**src/sv/podu_pkg.sv**
```systemverilog
package podu_pkg;

   localparam int unsigned MAX_HAPLOTYPES_DEF = 64;
   localparam int unsigned SITE_BITS_DEF      = 32;
   localparam int unsigned ALLELE_W           = 64;
   localparam int unsigned COUNT_W            = 7;
   localparam int unsigned ID_W               = 6;
   localparam int unsigned DIV_OUT_W          = 32;
   localparam logic [COUNT_W-1:0] COUNT_RESET = 7'd64;

   typedef struct packed {
      logic                valid;
      logic [ALLELE_W-1:0] alleles;
   } queue_word_type;

endpackage

```
**src/sv/podu_front.sv**
```systemverilog
module podu_front (
   input  logic                       clock,
   input  logic                       reset,
   input  logic                       req_valid,
   output logic                       req_stall,
   input  logic [podu_pkg::ALLELE_W-1:0] req_site_alleles,
   input  logic                       pop,
   output podu_pkg::queue_word_type   head
);
   import podu_pkg::*;

   logic [ALLELE_W-1:0] slot_ff [2];
   logic [1:0]          fill_ff, fill_in;
   logic                rd_ptr_ff, wr_ptr_ff;
   logic                push, take;

   assign req_stall    = (fill_ff == 2'd2);
   assign push         = req_valid && !req_stall;
   assign take         = pop && (fill_ff != 2'd0);
   assign head.valid   = (fill_ff != 2'd0);
   assign head.alleles = slot_ff[rd_ptr_ff];

   always_comb begin
      fill_in = fill_ff;
      if (push && !take) begin
         fill_in = fill_ff + 2'd1;
      end else if (take && !push) begin
         fill_in = fill_ff - 2'd1;
      end
   end

   always_ff @(posedge clock) begin
      if (reset) begin
         fill_ff   <= 2'd0;
         rd_ptr_ff <= 1'b0;
         wr_ptr_ff <= 1'b0;
      end else begin
         fill_ff <= fill_in;
         if (push) begin
            wr_ptr_ff <= !wr_ptr_ff;
         end
         if (take) begin
            rd_ptr_ff <= !rd_ptr_ff;
         end
      end
      if (push) begin
         slot_ff[wr_ptr_ff] <= req_site_alleles;
      end
   end

endmodule

```
**config.mk**
```make
export PLATFORM = sky130hd
export DESIGN_NAME = podu_front
export DESIGN_NICKNAME = d
export VERILOG_FILES = /design/src/sv/podu_pkg.sv /design/src/sv/podu_front.sv
export SDC_FILE = /design/constraint.sdc
export NUM_CORES = 1
export LEC_CHECK = 0
export ABC_CLOCK_PERIOD_IN_PS = 6900
export BUFFER_PORTS_ARGS = -buffer_cell sky130_fd_sc_hd__buf_2
export CAP_MARGIN = 20
export CORE_MARGIN = 5
export CORE_UTILIZATION = 30
export CTS_CLUSTER_SIZE = 12
export DETAILED_ROUTE_END_ITERATION = 8
export GPL_TIMING_DRIVEN = 0
export PLACE_DENSITY = 0.52
export SYNTH_ARGS = -nofsm -noshare
export SYNTH_HDL_FRONTEND = slang
export SYNTH_SLANG_ARGS = --single-unit
```
**constraint.sdc**
```tcl
create_clock -name clock -period 6.9 [get_ports clock]
set_clock_uncertainty 0.1 [all_clocks]
set_input_delay 0.345 -clock clock [delete_from_list [all_inputs] [get_ports clock]]
set_output_delay 0.345 -clock clock [all_outputs]
set_load 0.005 [all_outputs]
```
==> results.md <==
Detailed routing:
- For this block, the routed nets add up to 9.56 mm of wire.
- In the routed layout, each cell is associated on average with a via count of 4.10.
- The average wire length per cell after detail routing is 15.8 um.
- The number of detailed-routing iterations run before antenna repair is 4.
- The DRC violation count after routing is 0.
- The routed via count is 2489.
- The initial detailed-routing violation count is 116.
- In this run the remaining antenna-violating nets after routing total 0.

GRT:
- The global router's overall resource usage is 10.5%.
- The number of global-route vias before repair is 2828.
- The first global-routing pass estimated 14.5 mm of wire.
- The total congestion overflow after global routing is 0.
- The initial antenna violation count was 2.
- The largest net degree at the start of global routing is 65.

Timing:
- The final critical-path required period is 2.13 ns.
- The total count of hold-check failures in the final report was 0.
- The final worst-path cycle share is 30.9%.
- The worst slew margin relative to its limit is 41.0%.
- The highest achievable clock rate is 469 MHz.
- The total setup violations reported at the end of the flow is 0.
- Setup repair after global routing left no endpoint under its margin.
- The number of pins exceeding their max-slew limit in the final report came to 0.
- The accumulated negative setup slack is 0 ns.
- For the pin with the worst max-slew slack, the measured transition is 0.885 ns.

Setup path:
- STA classifies the critical path startpoint as a flop.
- STA classifies the critical path endpoint as an output pin.
- At the worst endpoint, the required time is 6.45 ns.
- The start-to-end type of the worst setup path is reg2out.
- Data on the critical path arrives at its endpoint at 1.69 ns.
- The worst-path maximum fanout is 10.

Logic synthesis:
- The number of storage elements in the synthesis netlist is 133.
- The count of warnings emitted by yosys is 0.
- Synthesis produced a netlist with a net count of 293.
- The number of distinct library cells after synthesis is 15.
- For this run, the register share of the synthesized area comes to 81.6%.
- The combined area of all synthesized cells is 0.00483 mm^2.
- The synthesized area per cell is 21.6 um^2.
- The synthesized netlist cell count is 224.

Floorplanning:
- The boundary pin count is 134.
- The total die area is 0.0188 mm^2.
- From bottom edge to top edge, the die measures 137 um.
- After floorplanning, the core was divided into 46 placement rows.
- For this configuration, the core starts out at a cell density of 30.5%.
- The region available for standard cell placement spans 0.0158 mm^2.
- The die is 137 um wide.

Power and ir drop:
- The cell area power density is 384 mW/mm^2.
- The total power is 2460 uW.
- The worst-case IR drop observed on VDD is 263 uV.
- The leakage power is 0.00239 uW.

Finish:
- The final design utilization is 40.5%.
- Leaving out fill and tap cells, the most frequent cell in the layout is sky130_fd_sc_hd__buf_2.
- The post-route netlist has 59.6% of its cells at a drive strength greater than 1.
- In the layout the commonest cells are sky130_fd_sc_hd__buf_2, sky130_fd_sc_hd__edfxtp_1, sky130_fd_sc_hd__mux2_2.
- The layout has 1487 filler cells.
- Leaving out filler cells and counting taps, the final layout contains 607.
- The number of antenna diodes in the final layout is 0.
- For this run, the post-layout net count is 447.
- Compared with the post-synthesis result, the final layout area differs by 32.5%.

Clock tree:
- The clock transition at the registers of the reported paths is 0.05 ns.
- The clock tree from TritonCTS is built.
- No sink is reached through more buffers than the 2 on the longest clock path.
- The sink count of the clock tree is 133.
- The count of cells resized by post-cts repair is 0.
- At the later pin of the worst-skew pair, clock insertion delay measures 0.40 ns.
- The number of clock buffers added by TritonCTS is 17.
- The H-tree was split into 4 levels.
- The tree is rooted in a sky130_fd_sc_hd__clkbuf_16.
- After clock tree synthesis, the setup repair step added 0 buffers.

Outcome:
- The flow ran to the end, and the final reports show no timing, DRC or antenna violations.

Placed design:
- At the end of routability-driven placement, the weighted congestion stood at 0.703.
- The number of port buffers is 133.
- In this run, placement finished with an instance count of 574.
- The HPWL after detailed placement is 6.10 mm.

Job:
- Max-cap violations in this run came to 0.

Min path:
- The path class of the lowest-slack min-delay path is in2reg.
## worst paths after layout
kind                        startpoint              to  slack, ns  cells after the start
hold / removal    req_site_alleles[21]  slot_ff[0][21]       0.03                      1
hold reg to reg              wr_ptr_ff       wr_ptr_ff       0.40                      2
setup reg to reg            fill_ff[1]  slot_ff[0][13]       4.83                      3
setup / recovery                  flop        head[30]       4.77                      4
## flip-flops by register name, summed over array words and instances, names as in the netlist, named ones only
signal     cells
fill_ff        2
wr_ptr_ff      1
slot_ff      128
rd_ptr_ff      1
## worst max-delay path, cell delays in order (launching register included)
cell and delay (ns):
sky130_fd_sc_hd__dfxtp_1 0.30, sky130_fd_sc_hd__buf_2 0.25, sky130_fd_sc_hd__buf_4 0.25, sky130_fd_sc_hd__mux2_2 0.35
sky130_fd_sc_hd__buf_2 0.15
## layout make-up
type / instances / area (um^2) / share of cell area (%)
Buffer: 7 / 50.0 / 0.781
Clock inverter: 5 / 101 / 1.58
Sequential cell: 133 / 3940 / 61.6
Multi-Input combinational cell: 82 / 836 / 13.0
Inverter: 2 / 10.0 / 0.156
Timing Repair Buffer: 135 / 703 / 11.0
Clock buffer: 27 / 493 / 7.69
Tap cell: 216 / 270 / 4.22
## metal layers
metal  GRT usage [%]  vias to the layer above  share of wire (%)
met5               0                        -               0.30
met4            4.38                        4                1.2
met3            5.04                       13                7.8
met2            16.8                       83                 50
met1            12.1                     1198                 41
li1                -                     1191                  -
## logic make-up (layout without fill, tap and decap cells)
family	Yosys count	after routing	synth area share, %
buffers and inverters	9	176	1.19
multiplexers	64	64	14.9
adder cells (fa/ha/maj)	1	1	0.259
AO/OA/AOI/OAI	5	5	0.518
AND/OR/NAND/NOR	9	9	1.01
XOR/XNOR	3	3	0.544
flip-flops	133	133	81.6
## where the power goes
group / internal (uW) / leakage (uW) / total [uW] / switching, uW
Clock: 597 / 0.000283 / 904 / 307
Combinational: 261 / 0.000873 / 513 / 252
Sequential: 1020 / 0.00124 / 1040 / 25.7
## through the flow
stage / hold WS, ns / worst slack, ns / instance area, um^2
after floorplan: 0.314 / 4.25 / 4830
after global placement: 0.373 / 3.19 / 5770
final: 0.0289 / 4.77 / 6410
after CTS: 0.00386 / 4.68 / 6400
after detailed placement: 0.389 / 4.80 / 5800
after global routing: 0.00124 / 4.61 / 6410
## Yosys cell counts
master / n / area share (%)
sky130_fd_sc_hd__ha_1: 1 / 0.26
sky130_fd_sc_hd__and2_1: 1 / 0.13
sky130_fd_sc_hd__o21ai_0: 3 / 0.31
sky130_fd_sc_hd__inv_1: 2 / 0.16
sky130_fd_sc_hd__a21oi_1: 2 / 0.21
sky130_fd_sc_hd__or2_2: 1 / 0.13
sky130_fd_sc_hd__mux2_2: 64 / 15
sky130_fd_sc_hd__nor2b_2: 1 / 0.18
sky130_fd_sc_hd__nor2_1: 4 / 0.31
sky130_fd_sc_hd__or3_1: 2 / 0.26
sky130_fd_sc_hd__dfxtp_1: 5 / 2.1
sky130_fd_sc_hd__xor2_1: 3 / 0.54
sky130_fd_sc_hd__buf_4: 6 / 0.93
sky130_fd_sc_hd__edfxtp_1: 128 / 80
sky130_fd_sc_hd__buf_2: 1 / 0.10
## what timing repair did
action                                  in CTS  in global routing
hold buffers                                 0                  1
endpoints found under the setup margin       0                  0
endpoints found under the hold margin        0                  2
(Power assumes the default switching activity.)
